--- config.mk ---
export PLATFORM = sky130hd
export DESIGN_NAME = mdef_queue
export DESIGN_NICKNAME = d
export VERILOG_FILES = /design/src/design/mdef_pkg.sv /design/src/design/mdef_queue.sv
export SDC_FILE = /design/constraint.sdc
export NUM_CORES = 1
export LEC_CHECK = 0
export BUFFER_PORTS_ARGS = -buffer_cell sky130_fd_sc_hd__buf_2
export CAP_MARGIN = 20
export CORE_ASPECT_RATIO = 1.2
export CORE_MARGIN = 2
export CORE_UTILIZATION = 55
export DETAILED_ROUTE_END_ITERATION = 8
export GPL_ROUTABILITY_DRIVEN = 0
export PLACE_DENSITY = 0.77
export SYNTH_ARGS = -nofsm -noshare
export SYNTH_HDL_FRONTEND = slang
export SYNTH_SLANG_ARGS = --single-unit
--- constraint.sdc ---
create_clock -name i_clk -period 1.79 [get_ports i_clk]
set_input_delay 0.358 -clock i_clk [delete_from_list [all_inputs] [get_ports i_clk]]
set_output_delay 0.358 -clock i_clk [all_outputs]
set_load 0.02 [all_outputs]
--- src/design/mdef_pkg.sv ---
// ============================================================================
// Mean difference edge filter: shared package
// Types, sizes and constants used by the front part, the job queue, the back
// part and the top level.
// ============================================================================
`default_nettype none

package mdef_pkg;

    // Pixel and field sizes
    localparam int PIXEL_BITS     = 8;
    localparam int SIZE_BITS      = 11;
    localparam int THR_BITS       = 8;
    localparam int CFG_DATA_BITS  = 11;
    localparam int CFG_IDX_BITS   = 2;
    localparam int COORD_BITS     = 10;

    // Default frame store limits
    localparam int DEF_MAX_WIDTH  = 1024;
    localparam int DEF_MAX_HEIGHT = 1024;

    // Register reset values
    localparam logic [SIZE_BITS-1:0] RST_FRAME_WIDTH    = 11'd500;
    localparam logic [SIZE_BITS-1:0] RST_FRAME_HEIGHT   = 11'd500;
    localparam logic [THR_BITS-1:0]  RST_SEED_THRESHOLD = 8'd10;

    // Register indexes on the configuration port
    typedef enum logic [CFG_IDX_BITS-1:0] {
        CFG_FRAME_WIDTH    = 2'd0,
        CFG_FRAME_HEIGHT   = 2'd1,
        CFG_SEED_THRESHOLD = 2'd2
    } t_cfg_idx;

    // 3x3 window: three columns of three rows, column-major, oldest column low
    localparam int WIN_ROWS   = 3;
    localparam int WIN_COLS   = 3;
    localparam int COL_BITS   = WIN_ROWS * PIXEL_BITS;
    localparam int WIN_BITS   = WIN_COLS * COL_BITS;

    // Result slots of one job, in issue order (bit positions of the job mask)
    localparam int NUM_RES        = 4;
    localparam int RES_UP_PREV    = 0;
    localparam int RES_UP_LAST    = 1;
    localparam int RES_LAST_PREV  = 2;
    localparam int RES_LAST_LAST  = 3;

    // Job word without the row and column counters: mask, row-is-one and column-is-one flags, window
    localparam int JOB_FIX_BITS = NUM_RES + 2 + WIN_BITS;

    // Mean of nine pixels: floor(sum / 9) = (sum * 3641) >> 15, exact for sum < 2^15
    localparam int SUM_BITS   = 12;
    localparam int PROD_BITS  = 24;
    localparam int MEAN_MUL   = 3641;
    localparam int MEAN_SHIFT = 15;

    // Job queue (depth is a power of two)
    localparam int QDEPTH     = 4;
    localparam int QPTR_BITS  = 2;
    localparam int QCNT_BITS  = 3;

    // Configuration as seen by the front and back parts
    typedef struct packed {
        logic [SIZE_BITS-1:0] frame_width;
        logic [SIZE_BITS-1:0] frame_height;
        logic [THR_BITS-1:0]  seed_threshold;
    } t_cfg;

    // Queue status toward both sides
    typedef struct packed {
        logic                 empty;
        logic [QCNT_BITS-1:0] count;
    } t_q_stat;

endpackage

`default_nettype wire

--- src/design/mdef_queue.sv ---
// ============================================================================
// Job queue
// Short first-in first-out queue of window jobs between front and back part.
// ============================================================================
`default_nettype none

module mdef_queue #(
    parameter int WIDTH = 8
) (
    input  wire logic              i_clk,
    input  wire logic              i_rst_n,
    input  wire logic              i_push,
    input  wire logic [WIDTH-1:0]  i_data,
    input  wire logic              i_pop,
    output logic      [WIDTH-1:0]  o_data,
    output mdef_pkg::t_q_stat      o_stat
);

    logic [WIDTH-1:0]                r_mem [mdef_pkg::QDEPTH];
    logic [mdef_pkg::QPTR_BITS-1:0]  r_wp, n_wp;
    logic [mdef_pkg::QPTR_BITS-1:0]  r_rp, n_rp;
    logic [mdef_pkg::QCNT_BITS-1:0]  r_cnt, n_cnt;

    // Advance pointers and fill count
    always_comb begin
        n_wp  = i_push ? r_wp + mdef_pkg::QPTR_BITS'(1) : r_wp;
        n_rp  = i_pop  ? r_rp + mdef_pkg::QPTR_BITS'(1) : r_rp;
        case ({i_push, i_pop})
            2'b10:   n_cnt = r_cnt + mdef_pkg::QCNT_BITS'(1);
            2'b01:   n_cnt = r_cnt - mdef_pkg::QCNT_BITS'(1);
            default: n_cnt = r_cnt;
        endcase
    end

    always_ff @(posedge i_clk) begin
        if (!i_rst_n) begin
            r_wp  <= '0;
            r_rp  <= '0;
            r_cnt <= '0;
        end else begin
            r_wp  <= n_wp;
            r_rp  <= n_rp;
            r_cnt <= n_cnt;
        end
    end

    // Store the pushed word
    always_ff @(posedge i_clk) begin
        if (i_push) begin
            r_mem[r_wp] <= i_data;
        end
    end

    assign o_data = r_mem[r_rp];
    assign o_stat = {(r_cnt == '0), r_cnt};

    // The back part takes a job only when one is waiting
    a_no_underflow: assert property (@(posedge i_clk) disable iff (!i_rst_n)
        i_pop |-> (r_cnt != '0))
        else $error("job queue popped while empty");

endmodule

`default_nettype wire

==> impl_metrics.tcl <==
set metrics [dict create \
    status "finished, violations left" \
    violated_checks "negative setup slack" \
    max_slew_margin 0.722 \
    worst-path-buf-inv 2 \
    crit_chain "buf_12, mux4_2, buf_6" \
    synthXorXnorAreaFrac 0.0273 \
    dr.first_iter.drc_count 23 \
    timing.final.hold_violations 0 \
    pnr_total_power_mw 2.13 \
    max_slew.worst_pin.slew_ns 0.417 \
    grt_start_max_net_pins 14 \
    total_switching_power_mw 0.457 \
    timing.final.setup_violations 8 \
    post_synth_instance_area_sq_um 1600 \
    postSynthCellCount 87 \
    fmaxAchievable_mhz 539 \
    number_of_global_route_vias_before_repair 850 \
    post_cts.repair.setup_buffers 0 \
    cts.clk_slew.worst_paths_ns 0.11 \
    synth_fa_ha_area_frac 0.0516 \
    io_pins 24 \
    cp_slowest_cell "mux4_2" \
    share_comb_of_total_power 0.148 \
    initial_utilization 0.575 \
    final.period_utilization 1.04 \
    synthMuxAreaShare 0.119 \
    routed_wirelength_um 2130 \
    internal_power_mw 1.68 \
    globalRoute.totalOverflow 0 \
    root_buffer "clkbuf_4" \
    clock_power_share 0.330 \
    design.die.area_sq_um 3360 \
    gr-usage-all-layers 0.162 \
    post_synth_num_cell_types 18 \
    p_leak_nw 0.719 \
    combined_area_of_the_multi_input_logic_cells_sq_um 422 \
    count_of_tritonroute_iterations_in_the_first_routing_pass 2 \
    netSwitchingFraction 0.214 \
    share_seq_of_total_power 0.522 \
    final_routed_drc_violation_total 0 \
    reg2reg_slack_ns 0.24 \
    core_sq_um 2790 \
    antenna_violations_before_repair 0 \
    sum_of_net_half_perimeters_after_detailed_placement_um 1560 \
    setup_total_negative_slack_ns -0.437 \
    area_growth_syn_to_layout_pct 20.6 \
    cp-end-kind "output port" \
    avgViaCountPerCell 5.28 \
    cp-start-kind "flip-flop" \
    route.vias.total 808 \
    fin_worst_hold_slack_ns 0.228 \
    ys.warnings.count 0 \
    postCtsHoldBufs 0 \
    critical_path.max_stage_delay_ns 0.52 \
    fp.dieW_um 53.3 \
    clock_path_buffers 2 \
    synth_simple_gate_area_share 0.0547 \
    largest_family_of_logic_cells_by_synthesized_area "multiplexers" \
    final_cell_mix "edfxtp_1, buf_2, and2_1" \
    cts_tree "done" \
    cts-buffers-inserted 5 \
    critical_path.max_fanout 8 \
    detail_route.wl_per_cell_um 13.9 \
    finalWorstPathRequiredPeriod_ns 1.86 \
    global_route_wire_length_before_repair_um 3730 \
    synthesis.nets 105 \
    layout.cells.most_common "edfxtp_1" \
    slew_violations 0 \
    ff_latch_area_sq_um 1140 \
    required_ns 1.43 \
    clkLatencyLatePin_ns 0.34 \
    synth_area_per_cell_sq_um 18.4 \
    design.final.nets 136 \
    antenna_violating_nets_post_route 0 \
    critPathTopFamily "multiplexers" \
    worst-setup-path-type "flip-flop to output port" \
    die_height_um 63.1 \
    cp_data_arrival_time_ns 1.50 \
    maxCapViolations 0 \
    io_buffers 23 \
    dpl_worst_slack_ns 0.0311 \
    placementRows 21 \
    powerDensity_nw_per_um2 1100 \
    largest_voltage_drop_on_the_vdd_net_mv 1.08 \
    hold_path_class "input port to flip-flop" \
    seq_area_frac_synth 0.712 \
    finClkSkew_ns 0.00329 \
    post-route-worst-setup-slack_ns -0.0667 \
    rsz0062_at_grt "yes" \
    drive_gt1_frac 0.361 \
    synth_seq_cells 41 \
    clock_sinks 41 \
    num-fill-cells 209 \
    cts_htree_levels 2 \
    synth_compound_gate_area_share 0.0109 \
    antennaDiodeCount 0 \
]
==> timing repair <==
item	in CTS	in global routing
setup endpoints to repair	8	8
pin swaps	0	0
gates resized for setup	19	1
hold endpoints to repair	0	0
==> registers in the layout, summed over array words and instances, names as in the netlist, named ones only <==
| register | flops |
|---|---|
| r_mem | 32 |
| r_wp | 2 |
| r_cnt | 3 |
| r_rp | 2 |
==> Yosys cell counts <==
library cell	number	share of area
a21boi_1	1	0.0047
and2_1	10	0.039
buf_6	1	0.0070
clkbuf_2	1	0.0031
dfxtp_1	9	0.11
edfxtp_1	32	0.60
fa_1	1	0.013
ha_1	5	0.039
inv_1	6	0.014
mux2i_1	1	0.0063
mux4_2	8	0.11
nand2_1	2	0.0047
nor2b_1	1	0.0039
nor3_1	1	0.0031
o21ai_0	2	0.0063
or3_1	1	0.0039
xnor2_1	2	0.011
xor2_1	3	0.016
==> power groups by stage <==
stage | clock (mW) | sequential (mW) | combinational, mW
after floorplan | 0 | 1.14 | 0.184
after detailed placement | 0 | 1.14 | 0.278
after global routing | 0.762 | 1.12 | 0.348
after global placement | 0 | 1.13 | 0.269
final | 0.704 | 1.11 | 0.315
after CTS | 0.724 | 1.12 | 0.319
==> kinds of logic (layout without fill, tap and decap cells) <==
kind of cell / count (synthesis) / after routing
XOR/XNOR: 5 / 5
AND/OR/NAND/NOR: 15 / 15
adder cells (fa/ha/maj): 6 / 6
AO/OA/AOI/OAI: 3 / 3
multiplexers: 9 / 9
buffers and inverters: 8 / 40
flip-flops: 41 / 41
==> cell type report <==
cell class,count,area share
Multi-Input combinational cell,38,0.218
Timing Repair Buffer,26,0.104
Clock buffer,5,0.0194
Tap cell,34,0.0220
Clock inverter,3,0.0337
Sequential cell,41,0.591
Inverter,6,0.0117
==> worst paths after layout <==
path / from / to / cells after the start
worst min-delay path: i_data[2] / r_mem[2][2] / 1
worst max register to register: r_cnt[0] / r_cnt[2] / 5
worst min register to register: r_cnt[2] / r_cnt[2] / 2
worst max-delay path: flip-flop / o_data[6] / 3
==> worst reg2reg max path, delay by kind of cell (launching register included) <==
family | cells | cell delay (ns)
AO/OA/AOI/OAI | 1 | 0.13
flip-flops | 1 | 0.40
adder cells (fa/ha/maj) | 1 | 0.43
buffers and inverters | 1 | 0.08
AND/OR/NAND/NOR | 1 | 0.30
XOR/XNOR | 1 | 0.15
==> per-layer routing <==
| layer | global-route usage | part of all wire | vias up |
|---|---|---|---|
| li1 | - | - | 389 |
| met2 | 0.258 | 0.53 | 20 |
| met4 | 0.0769 | 0.024 | 0 |
| met1 | 0.186 | 0.40 | 393 |
| met3 | 0.0640 | 0.048 | 6 |
| met5 | 0 | 0 | - |
==> through the flow <==
| step | instances | area [sq um] | utilization |
|---|---|---|---|
| global placement | 145 | 1770 | 0.634 |
| CTS | 153 | 1930 | 0.692 |
| detailed placement | 145 | 1770 | 0.634 |
| global route | 153 | 1930 | 0.694 |
| floorplan | 87 | 1600 | - |
| finish | 153 | 1930 | 0.694 |
No activity file was read; power rests on OpenSTA's default activity.
