## src/design/mdef_pkg.sv

```systemverilog
// ============================================================================
// Mean difference edge filter: shared package
// Types, sizes and constants used by the front part, the job queue, the back
// part and the top level.
// ============================================================================
`default_nettype none

package mdef_pkg;

    // Pixel and field sizes
    localparam int PIXEL_BITS     = 8;
    localparam int SIZE_BITS      = 11;
    localparam int THR_BITS       = 8;
    localparam int CFG_DATA_BITS  = 11;
    localparam int CFG_IDX_BITS   = 2;
    localparam int COORD_BITS     = 10;

    // Default frame store limits
    localparam int DEF_MAX_WIDTH  = 1024;
    localparam int DEF_MAX_HEIGHT = 1024;

    // Register reset values
    localparam logic [SIZE_BITS-1:0] RST_FRAME_WIDTH    = 11'd500;
    localparam logic [SIZE_BITS-1:0] RST_FRAME_HEIGHT   = 11'd500;
    localparam logic [THR_BITS-1:0]  RST_SEED_THRESHOLD = 8'd10;

    // Register indexes on the configuration port
    typedef enum logic [CFG_IDX_BITS-1:0] {
        CFG_FRAME_WIDTH    = 2'd0,
        CFG_FRAME_HEIGHT   = 2'd1,
        CFG_SEED_THRESHOLD = 2'd2
    } t_cfg_idx;

    // 3x3 window: three columns of three rows, column-major, oldest column low
    localparam int WIN_ROWS   = 3;
    localparam int WIN_COLS   = 3;
    localparam int COL_BITS   = WIN_ROWS * PIXEL_BITS;
    localparam int WIN_BITS   = WIN_COLS * COL_BITS;

    // Result slots of one job, in issue order (bit positions of the job mask)
    localparam int NUM_RES        = 4;
    localparam int RES_UP_PREV    = 0;
    localparam int RES_UP_LAST    = 1;
    localparam int RES_LAST_PREV  = 2;
    localparam int RES_LAST_LAST  = 3;

    // Job word without the row and column counters: mask, row-is-one and column-is-one flags, window
    localparam int JOB_FIX_BITS = NUM_RES + 2 + WIN_BITS;

    // Mean of nine pixels: floor(sum / 9) = (sum * 3641) >> 15, exact for sum < 2^15
    localparam int SUM_BITS   = 12;
    localparam int PROD_BITS  = 24;
    localparam int MEAN_MUL   = 3641;
    localparam int MEAN_SHIFT = 15;

    // Job queue (depth is a power of two)
    localparam int QDEPTH     = 4;
    localparam int QPTR_BITS  = 2;
    localparam int QCNT_BITS  = 3;

    // Configuration as seen by the front and back parts
    typedef struct packed {
        logic [SIZE_BITS-1:0] frame_width;
        logic [SIZE_BITS-1:0] frame_height;
        logic [THR_BITS-1:0]  seed_threshold;
    } t_cfg;

    // Queue status toward both sides
    typedef struct packed {
        logic                 empty;
        logic [QCNT_BITS-1:0] count;
    } t_q_stat;

endpackage

`default_nettype wire

```

## src/design/mdef_back.sv

```systemverilog
// ============================================================================
// Back part
// Expands each queued job into its results, one per cycle unless stalled:
// clamped 3x3 sum, mean by reciprocal multiply, absolute difference, seed compare.
// ============================================================================
`default_nettype none

module mdef_back #(
    parameter int MAX_WIDTH  = mdef_pkg::DEF_MAX_WIDTH,
    parameter int MAX_HEIGHT = mdef_pkg::DEF_MAX_HEIGHT
) (
    input  wire logic                               i_clk,
    input  wire logic                               i_rst_n,
    input  wire mdef_pkg::t_cfg                     i_cfg,
    input  wire mdef_pkg::t_q_stat                  i_q_stat,
    input  wire logic [mdef_pkg::JOB_FIX_BITS+$clog2(MAX_HEIGHT)+$clog2(MAX_WIDTH)-1:0] i_job,
    output logic                                    o_job_pop,
    output logic                                    o_empty,
    input  wire logic                               i_pop,
    output logic [mdef_pkg::COORD_BITS-1:0]         o_center_row,
    output logic [mdef_pkg::COORD_BITS-1:0]         o_center_col,
    output logic [mdef_pkg::PIXEL_BITS-1:0]         o_edge_value,
    output logic                                    o_is_seed,
    output logic                                    o_frame_done
);

    localparam int PB = mdef_pkg::PIXEL_BITS;
    localparam int CW = $clog2(MAX_WIDTH);
    localparam int RW = $clog2(MAX_HEIGHT);
    localparam int NR = mdef_pkg::NUM_RES;
    localparam int WB = mdef_pkg::WIN_BITS;
    localparam int SB = mdef_pkg::SUM_BITS;
    localparam int XB = mdef_pkg::COORD_BITS;

    // Pixel of the window at a column slot and row slot
    function automatic logic [PB-1:0] win_pix(input logic [WB-1:0] win,
                                              input logic [1:0] col,
                                              input logic [1:0] row);
        logic [3:0] slot;
        slot = 4'(col) * 4'd3 + 4'(row);
        return win[slot * PB +: PB];
    endfunction

    logic [WB-1:0]     j_win;
    logic [CW-1:0]     j_col;
    logic [RW-1:0]     j_row;
    logic              j_col_is1, j_row_is1;
    logic [NR-1:0]     j_mask;

    logic              adv, issue, last_pick;
    logic [NR-1:0]     left, pick;
    logic [NR-1:0]     r_done, n_done;
    logic              row_last, col_last;
    logic [1:0]        ridx [3];
    logic [1:0]        cidx [3];
    logic [SB-1:0]     sum;
    logic [PB-1:0]     ctr;
    logic [RW-1:0]     res_row;
    logic [CW-1:0]     res_col;

    logic              r_b1_valid;
    logic [SB-1:0]     r_b1_sum;
    logic [PB-1:0]     r_b1_ctr;
    logic [XB-1:0]     r_b1_row, r_b1_col;
    logic              r_b1_done;

    logic [mdef_pkg::PROD_BITS-1:0] prod;
    logic              r_b2_valid;
    logic [PB-1:0]     r_b2_mean;
    logic [PB-1:0]     r_b2_ctr;
    logic [XB-1:0]     r_b2_row, r_b2_col;
    logic              r_b2_done;

    logic [PB-1:0]     diff;
    logic              r_o_valid;
    logic [PB-1:0]     r_o_edge;
    logic              r_o_seed;
    logic [XB-1:0]     r_o_row, r_o_col;
    logic              r_o_done;

    // Unpack the job at the queue head
    assign j_win     = i_job[WB-1:0];
    assign j_col     = i_job[WB +: CW];
    assign j_row     = i_job[WB + CW +: RW];
    assign j_col_is1 = i_job[WB + CW + RW];
    assign j_row_is1 = i_job[WB + CW + RW + 1];
    assign j_mask    = i_job[WB + CW + RW + 2 +: NR];

    // Pick the next result of the head job; drop the job after its last one
    assign adv       = !r_o_valid || i_pop;
    assign left      = i_q_stat.empty ? '0 : (j_mask & ~r_done);
    assign pick      = left & (~left + NR'(1));
    assign issue     = adv && (left != '0);
    assign last_pick = ((left & ~pick) == '0);
    assign o_job_pop = issue && last_pick;

    always_comb begin
        n_done = r_done;
        if (issue) begin
            n_done = last_pick ? '0 : (r_done | pick);
        end
    end

    // Clamp rows and columns to the frame edge and sum the neighborhood
    always_comb begin
        row_last = pick[mdef_pkg::RES_LAST_PREV] | pick[mdef_pkg::RES_LAST_LAST];
        col_last = pick[mdef_pkg::RES_UP_LAST]   | pick[mdef_pkg::RES_LAST_LAST];
        ridx[0]  = (row_last || j_row_is1) ? 2'd1 : 2'd0;
        ridx[1]  = row_last ? 2'd2 : 2'd1;
        ridx[2]  = 2'd2;
        cidx[0]  = (col_last || j_col_is1) ? 2'd1 : 2'd0;
        cidx[1]  = col_last ? 2'd2 : 2'd1;
        cidx[2]  = 2'd2;
        sum = '0;
        for (int i = 0; i < 3; i++) begin
            for (int j = 0; j < 3; j++) begin
                sum = sum + SB'(win_pix(j_win, cidx[i], ridx[j]));
            end
        end
        ctr     = win_pix(j_win, cidx[1], ridx[1]);
        res_row = row_last ? j_row : j_row - RW'(1);
        res_col = col_last ? j_col : j_col - CW'(1);
    end

    // Mean by reciprocal multiply, then absolute difference
    assign prod = mdef_pkg::PROD_BITS'(r_b1_sum) *
                  mdef_pkg::PROD_BITS'(mdef_pkg::MEAN_MUL);
    assign diff = (r_b2_mean > r_b2_ctr) ? r_b2_mean - r_b2_ctr : r_b2_ctr - r_b2_mean;

    always_ff @(posedge i_clk) begin
        if (!i_rst_n) begin
            r_done     <= '0;
            r_b1_valid <= 1'b0;
            r_b2_valid <= 1'b0;
            r_o_valid  <= 1'b0;
        end else begin
            r_done <= n_done;
            if (adv) begin
                r_b1_valid <= issue;
                r_b2_valid <= r_b1_valid;
                r_o_valid  <= r_b2_valid;
            end
        end
    end

    // Advance the result stages together; hold while the output word waits
    always_ff @(posedge i_clk) begin
        if (adv) begin
            r_b1_sum  <= sum;
            r_b1_ctr  <= ctr;
            r_b1_row  <= XB'(res_row);
            r_b1_col  <= XB'(res_col);
            r_b1_done <= pick[mdef_pkg::RES_LAST_LAST];

            r_b2_mean <= prod[mdef_pkg::MEAN_SHIFT +: PB];
            r_b2_ctr  <= r_b1_ctr;
            r_b2_row  <= r_b1_row;
            r_b2_col  <= r_b1_col;
            r_b2_done <= r_b1_done;

            r_o_edge  <= diff;
            r_o_seed  <= (diff > i_cfg.seed_threshold);
            r_o_row   <= r_b2_row;
            r_o_col   <= r_b2_col;
            r_o_done  <= r_b2_done;
        end
    end

    assign o_empty      = !r_o_valid;
    assign o_center_row = r_o_row;
    assign o_center_col = r_o_col;
    assign o_edge_value = r_o_edge;
    assign o_is_seed    = r_o_seed;
    assign o_frame_done = r_o_done;

    // Partly issued jobs stay at the queue head
    a_done_needs_job: assert property (@(posedge i_clk) disable iff (!i_rst_n)
        (r_done != '0) |-> !i_q_stat.empty)
        else $error("issued results recorded without a job at the head");

    // Only results the job asked for are marked as issued
    a_done_in_mask: assert property (@(posedge i_clk) disable iff (!i_rst_n)
        !i_q_stat.empty |-> ((r_done & ~j_mask) == '0))
        else $error("issued result outside the job mask");

endmodule

`default_nettype wire

```

## config.mk

```make
export PLATFORM = sky130hd
export DESIGN_NAME = mdef_back
export DESIGN_NICKNAME = d
export VERILOG_FILES = /design/src/design/mdef_pkg.sv /design/src/design/mdef_back.sv
export SDC_FILE = /design/constraint.sdc
export NUM_CORES = 1
export LEC_CHECK = 0
export ABC_AREA = 1
export BUFFER_PORTS_ARGS = -buffer_cell sky130_fd_sc_hd__buf_2
export CAP_MARGIN = 20
export CORE_ASPECT_RATIO = 2
export CORE_MARGIN = 8
export CORE_UTILIZATION = 50
export CTS_BUF_LIST = sky130_fd_sc_hd__clkbuf_4 sky130_fd_sc_hd__clkbuf_8
export DETAILED_ROUTE_END_ITERATION = 6
export PLACE_DENSITY = 0.75
export SLEW_MARGIN = 40
export SYNTH_ARGS = -nofsm -noshare
export SYNTH_HDL_FRONTEND = slang
export SYNTH_SLANG_ARGS = --single-unit
```

## constraint.sdc

```tcl
create_clock -name i_clk -period 9.3 [get_ports i_clk]
set_clock_uncertainty 0.05 [all_clocks]
set_input_delay 0 -clock i_clk [delete_from_list [all_inputs] [get_ports i_clk]]
set_output_delay 0 -clock i_clk [all_outputs]
set_load 0.05 [all_outputs]
```

==> results of run 1 <==
[flip-flops by register name (all words and copies together) (netlist names), 8 cells and up]
register      count
o_center_row     10
r_b1_ctr          8
r_b2_col         10
r_b2_mean         8
o_edge_value      8
o_center_col     10
r_b1_row         10
r_b1_sum         12
r_b1_col         10
r_b2_ctr          8
r_b2_row         10
[cell type report]
class	instances	area, µm²
antenna	3	7.51
clock buffer	17	234
sequential	115	3380
tap	287	359
multi-input combinational	1053	7340
inverter	272	1020
clock inverter	14	161
timing repair buffer	187	1140
fill	2111	10100
[metrics by stage]
stage                     cell area [µm²]  hold WS, ns  setup slack (ns)  utilization  std cells
after floorplan                     12000       0.0816              3.58            -       1490
after global placement              12900        0.211              1.97        0.544       1880
after detailed placement            12900        0.214              1.82        0.544       1880
after CTS                           13600       0.0165              1.80        0.575       1945
after global routing                13600      0.00641              1.72        0.575       1948
final                               13600       0.0148              2.18        0.575       1948
[cell usage after synthesis (all sizes together)]
| cell type | n |
|---|---|
| nor4 | 1 |
| o211ai | 7 |
| a21boi | 2 |
| o21bai | 4 |
| o21a | 4 |
| or2 | 1 |
| a31oi | 6 |
| ha | 112 |
| clkbuf | 34 |
| a21oi | 147 |
| o2bb2ai | 1 |
| a221oi | 1 |
| xor2 | 24 |
| nand2 | 272 |
| buf | 16 |
| fa | 86 |
| o221ai | 1 |
| a21o | 5 |
| nand4 | 18 |
| o31ai | 2 |
| xnor2 | 9 |
| nand3 | 85 |
| edfxtp | 108 |
| a32o | 1 |
| a22oi | 5 |
| o21ai | 153 |
| dfxtp | 7 |
| o22ai | 1 |
| nor3 | 9 |
| nor3b | 7 |
| inv | 268 |
| a211oi | 3 |
| clkinv | 4 |
| nor2 | 86 |
[placed cells by master, fill, tap and decap left out, types with 6 or more instances in the layout]
master	Yosys	layout
a21oi_1	146	146
a31oi_1	6	6
buf_2	9	141
buf_4	1	11
clkbuf_8	0	17
clkinv_1	4	7
dfxtp_1	7	7
dlygate4sd3_1	0	34
edfxtp_1	108	108
fa_1	86	86
ha_1	112	111
inv_1	262	261
inv_2	6	6
nand2_1	265	265
nand3_1	84	84
nand4_1	17	17
nor2_1	78	78
nor3_1	8	8
nor3b_1	7	7
o211ai_1	7	7
o21ai_0	135	135
o21ai_1	18	18
xnor2_1	9	9
xor2_1	24	24
[critical path: cells and delay by family (launching register included)]
family / cells / cell delay (ns)
AO/OA/AOI/OAI: 6 / 1.25
AND/OR/NAND/NOR: 12 / 1.23
flip-flops: 1 / 0.32
adder cells (fa/ha/maj): 6 / 3.16
buffers and inverters: 4 / 0.87
[how the worst max path moves through the flow]
stage,startpoint,end,slack [ns],depth (start not counted)
6_report,r_done[1]$_SDFFE_PN0P_,r_b1_sum[11]$_DFFE_PP_,2.18,28
5_1_grt,r_done[2]$_SDFFE_PN0P_,r_b1_sum[11]$_DFFE_PP_,1.72,28
4_1_cts,r_done[1]$_SDFFE_PN0P_,r_b1_sum[11]$_DFFE_PP_,1.80,28
3_5_place_dp,r_done[1]$_SDFFE_PN0P_,r_b1_sum[11]$_DFFE_PP_,1.82,28
3_3_place_gp,r_done[1]$_SDFFE_PN0P_,r_b1_sum[11]$_DFFE_PP_,1.97,28
2_1_floorplan,r_done[1]$_SDFFE_PN0P_,r_b1_sum[11]$_DFFE_PP_,3.58,30
[per-layer routing]
metal / up-vias / GRT usage / share of wire
li1: 5236 / - / -
met1: 5015 / 0.217 / 0.32
met2: 501 / 0.488 / 0.55
met3: 165 / 0.0383 / 0.051
met4: 0 / 0.187 / 0.078
met5: - / 0 / 0
[cells by family after synthesis]
| family | Yosys count |
|---|---|
| AO/OA/AOI/OAI | 343 |
| AND/OR/NAND/NOR | 479 |
| buffers and inverters | 322 |
| flip-flops | 115 |
| adder cells (fa/ha/maj) | 198 |
| XOR/XNOR | 33 |
[timing repair]
item / in CTS / in global routing
gates resized for setup: 0 / 0
buffers inserted: 0 / 0
hold buffers: 34 / 0
hold endpoints to repair: 26 / 0
setup endpoints to repair: 0 / 0
==> results.json, run 1 <==
{
  "critPathMaxStageDelay_ns": 0.70,
  "hold_path.class": "in -> reg",
  "status": "finished with violations",
  "start_util": 0.505,
  "maxSlewHeadroom": 0.446,
  "ys_warn_count": 0,
  "r2r_slack_ns": 2.18,
  "die_h_um": 235,
  "cts-root-buf": "clkbuf_8",
  "gp_congestion": 1.02,
  "drive_above_1_share": 0.126,
  "dr.pass1.iters": 7,
  "finalSetupViolations": 0,
  "routed_wl_um": 36700,
  "track_usage": 0.248,
  "ant_nets": 0,
  "setup_tns_ns": 0,
  "grt_max_degree": 94,
  "overflow": 0,
  "tightest_slew_ns": 0.830,
  "grt_pass1_wl_um": 57300,
  "netlist_instances": 1490,
  "num_vias": 10900,
  "layout_min_cycle_time_ns": 7.12,
  "synth_area_leaders": "edfxtp_1, fa_1, ha_1",
  "hold_start": "i_job[72]",
  "viasPerCell": 5.60,
  "io_buffers": 141,
  "antenna_found_initial": 3,
  "cts_tree": "yes",
  "crit_top_cell": "fa_1",
  "ioPinCount": 167,
  "ff2ff_path_depth": 28,
  "syn_avg_cell_area_um2": 8.04,
  "clock_path_buffers": 2,
  "cts_buffers": 17,
  "hold_depth": 3,
  "post-dp-hpwl_um": 28800,
  "die_area_mm2": 0.0295,
  "timing.rr.end": "r_b1_sum[11]$_DFFE_PP_",
  "ctsHtreeMaxLevel": 4,
  "maxSlewViolCount": 0,
  "clk_pin_slew_ns": 0.08,
  "crit_fanout": 29,
  "die_w_um": 125,
  "numClockSinks": 115,
  "synthDistinctLibCells": 50,
  "hold_end": "r_b1_col[0]$_DFFE_PP_",
  "yosys.area.top_type": "edfxtp_1",
  "drcViolationCount": 4,
  "yosys.area_share.simple": 0.175,
  "cp-start-kind": "flop",
  "syn-cell-area_mm2": 0.0120,
  "nets": 1979,
  "synth_compound_area_frac": 0.153,
  "grt_setup_unrepaired": "no",
  "yosys.area_share.xor_xnor": 0.0241,
  "worstPathArrival_ns": 7.28,
  "fmax_mhz": 140,
  "slowest_stage": "ha_2",
  "reg2reg_from": "r_done[1]$_SDFFE_PN0P_",
  "post-route-period-util": 0.765,
  "crit_path_end_kind": "flop",
  "rows": 80,
  "violations": "DRC",
  "synthAdderAreaFrac": 0.261,
  "cap_violations": 0,
  "critPathKind": "reg -> reg",
  "grt_pass1_vias": 11500,
  "wire_per_inst_um": 18.8,
  "syn_nets": 1823,
  "synth_top_family_by_area": "adder cells",
  "synth-seq-cells": 115,
  "synth_top_area_frac": 0.271,
  "clkLatencyLatePin_ns": 0.44,
  "hold_viol_final": 0,
  "drtIter0Drc": 677,
  "core-area_mm2": 0.0237,
  "synthMuxAreaShare": 0,
  "ys_seq_area_frac": 0.282,
  "crit_required_ns": 9.46,
  "synthToLayoutAreaGrowth_pct": 13.9
}
Power of run 1 is not shown: default switching activity piles up to over one toggle a cycle in this logic, so the estimate is an artifact.
==> run 2: changes to the inputs <==
==> constraint.sdc (replaced) <==
create_clock -name i_clk -period 6.95 [get_ports i_clk]
set_clock_uncertainty 0.05 [all_clocks]
set_input_delay 0 -clock i_clk [delete_from_list [all_inputs] [get_ports i_clk]]
set_output_delay 0 -clock i_clk [all_outputs]
set_load 0.05 [all_outputs]
==> run 2 against run 1 <==
  * The run now ends clean
  * Die area is the same
  * Global-route usage is 0.67 points higher
  * Worst hold slack improved by 0.040 ns
  * Cell count is 0.92% higher
  * Register-to-register slack lost 1.4 ns
  * Routed wire length up 1.7%
  * First-iteration DRC count is 4.6% higher
  * Flip-flop and latch count unchanged
  * Fmax increased by 15%
  * Core utilization is 0.65 points higher
  * Via count up 2.4%
  * Critical path depth unchanged
  * Critical path type unchanged
  * Highest routed layer unchanged
==> results.json, run 2 (synthesis gave the netlist of run 1 again) <==
{
  "drtIter0Drc": 708,
  "antenna_found_initial": 4,
  "numClockSinks": 115,
  "setup_tns_ns": 0,
  "routed_wl_um": 37300,
  "cts-root-buf": "clkbuf_8",
  "drcViolationCount": 0,
  "cts_buffers": 17,
  "ioPinCount": 167,
  "grt_pass1_wl_um": 58400,
  "clock_path_buffers": 2,
  "num_vias": 11200,
  "wire_per_inst_um": 19.0,
  "post-route-period-util": 0.894,
  "reg2reg_from": "r_done[1]$_SDFFE_PN0P_",
  "dp.cells": 1893,
  "tightest_slew_ns": 0.723,
  "post-dp-hpwl_um": 29300,
  "clkLatencyLatePin_ns": 0.45,
  "crit_path_end_kind": "flop",
  "ant_nets": 0,
  "final_common_cell": "nand2_1",
  "critPathMaxStageDelay_ns": 0.55,
  "dr.pass1.iters": 6,
  "crit_fanout": 12,
  "maxSlewHeadroom": 0.517,
  "slowest_stage": "fa_1",
  "grt_setup_unrepaired": "no",
  "critPathKind": "reg -> reg",
  "status": "complete, no violations",
  "hold_path.class": "in -> reg",
  "start_util": 0.505,
  "crit_required_ns": 7.11,
  "largest_register_ffs": 12,
  "die_h_um": 235,
  "cp-start-kind": "flop",
  "track_usage": 0.255,
  "synthToLayoutAreaGrowth_pct": 15.2,
  "worstPathArrival_ns": 6.37,
  "grt_pass1_vias": 11600,
  "nets": 1994,
  "fmax_mhz": 161,
  "fin_cells": 1966,
  "io_buffers": 141,
  "viasPerCell": 5.69,
  "cts_tree": "yes",
  "grt_max_degree": 82,
  "ctsHtreeMaxLevel": 4,
  "overflow": 0,
  "top_register": "r_b1_sum",
  "finalSetupViolations": 0,
  "rows": 80,
  "drive_above_1_share": 0.134,
  "crit_top_cell": "fa_1",
  "gp_congestion": 0.995,
  "core-area_mm2": 0.0237,
  "die_w_um": 125,
  "die_area_mm2": 0.0295,
  "startpoint": "r_done[1]$_SDFFE_PN0P_",
  "maxSlewViolCount": 0,
  "clk_pin_slew_ns": 0.09,
  "layout_min_cycle_time_ns": 6.21,
  "hold_start": "i_cfg[7]",
  "mostFrequentLayoutCells": "nand2_1, inv_1, a21oi_1",
  "hold_viol_final": 0,
  "cap_violations": 0
}
==> run 2: cell types whose count changed in the layout (fill, tap and decap cells not counted) <==
cell / before / now
buf_4: 11 / 23
inv_8: 0 / 5
clkinv_1: 7 / 4
clkinv_2: 2 / 0
diode_2: 3 / 5
dlygate4sd3_1: 34 / 36
inv_6: 3 / 5
buf_12: 0 / 1
bufinv_16: 3 / 2
ha_1: 111 / 112
ha_2: 1 / 0
==> run 2: path summary, 6_finish.rpt <==
check	end	slack (ns)	cells past startpoint
worst min-delay path	o_is_seed$_DFFE_PP_	0.05	5
worst min register to register	o_center_col[1]$_DFFE_PP_	0.37	0
worst max-delay path	r_b1_sum[11]$_DFFE_PP_	0.74	28
worst max register to register	r_b1_sum[11]$_DFFE_PP_	0.74	28
==> run 2: cell type report <==
| type | instances | area, µm² |
|---|---|---|
| diodes | 5 | 12.5 |
| clock buffers | 17 | 234 |
| clock inverters | 15 | 184 |
| fillers | 2122 | 9920 |
| inverters | 272 | 1020 |
| multi-input cells | 1053 | 7340 |
| flip-flops and latches | 115 | 3380 |
| well taps | 287 | 359 |
| repair buffers | 202 | 1270 |
==> run 2: stage by stage <==
step	setup WS [ns]	util	cell area [µm²]	hold slack, ns
floorplan	1.23	-	12000	0.0816
global placement	0.888	0.548	13000	0.210
detailed placement	0.811	0.549	13000	0.220
CTS	0.793	0.581	13800	0.0383
global route	0.406	0.582	13800	0.0631
finish	0.738	0.582	13800	0.0548
==> run 2: repair_timing <==
item | in CTS | in global routing
endpoints found under the hold margin | 27 | 0
resized for setup | 0 | 0
buffers inserted | 0 | 0
hold buffers | 36 | 0
==> run 2: routing by layer <==
| layer | global-route usage | vias up | wire length (µm) |
|---|---|---|---|
| met4 | 0.216 | 0 | 3360 |
| met5 | 0 | - | 0 |
| met1 | 0.218 | 5139 | 11100 |
| li1 | - | 5266 | - |
| met3 | 0.0426 | 213 | 2350 |
| met2 | 0.493 | 563 | 20500 |
==> run 2: critical path, delay by kind of cell, from the launching register on <==
kind / cells / cell delay, ns
adders and majority gates: 6 / 2.77
DFF: 1 / 0.33
and+or+nand+nor: 12 / 1.04
AOI/OAI and AO/OA: 6 / 1.21
buffers and inverters: 4 / 0.53
Power of run 2 is left out for the same reason.
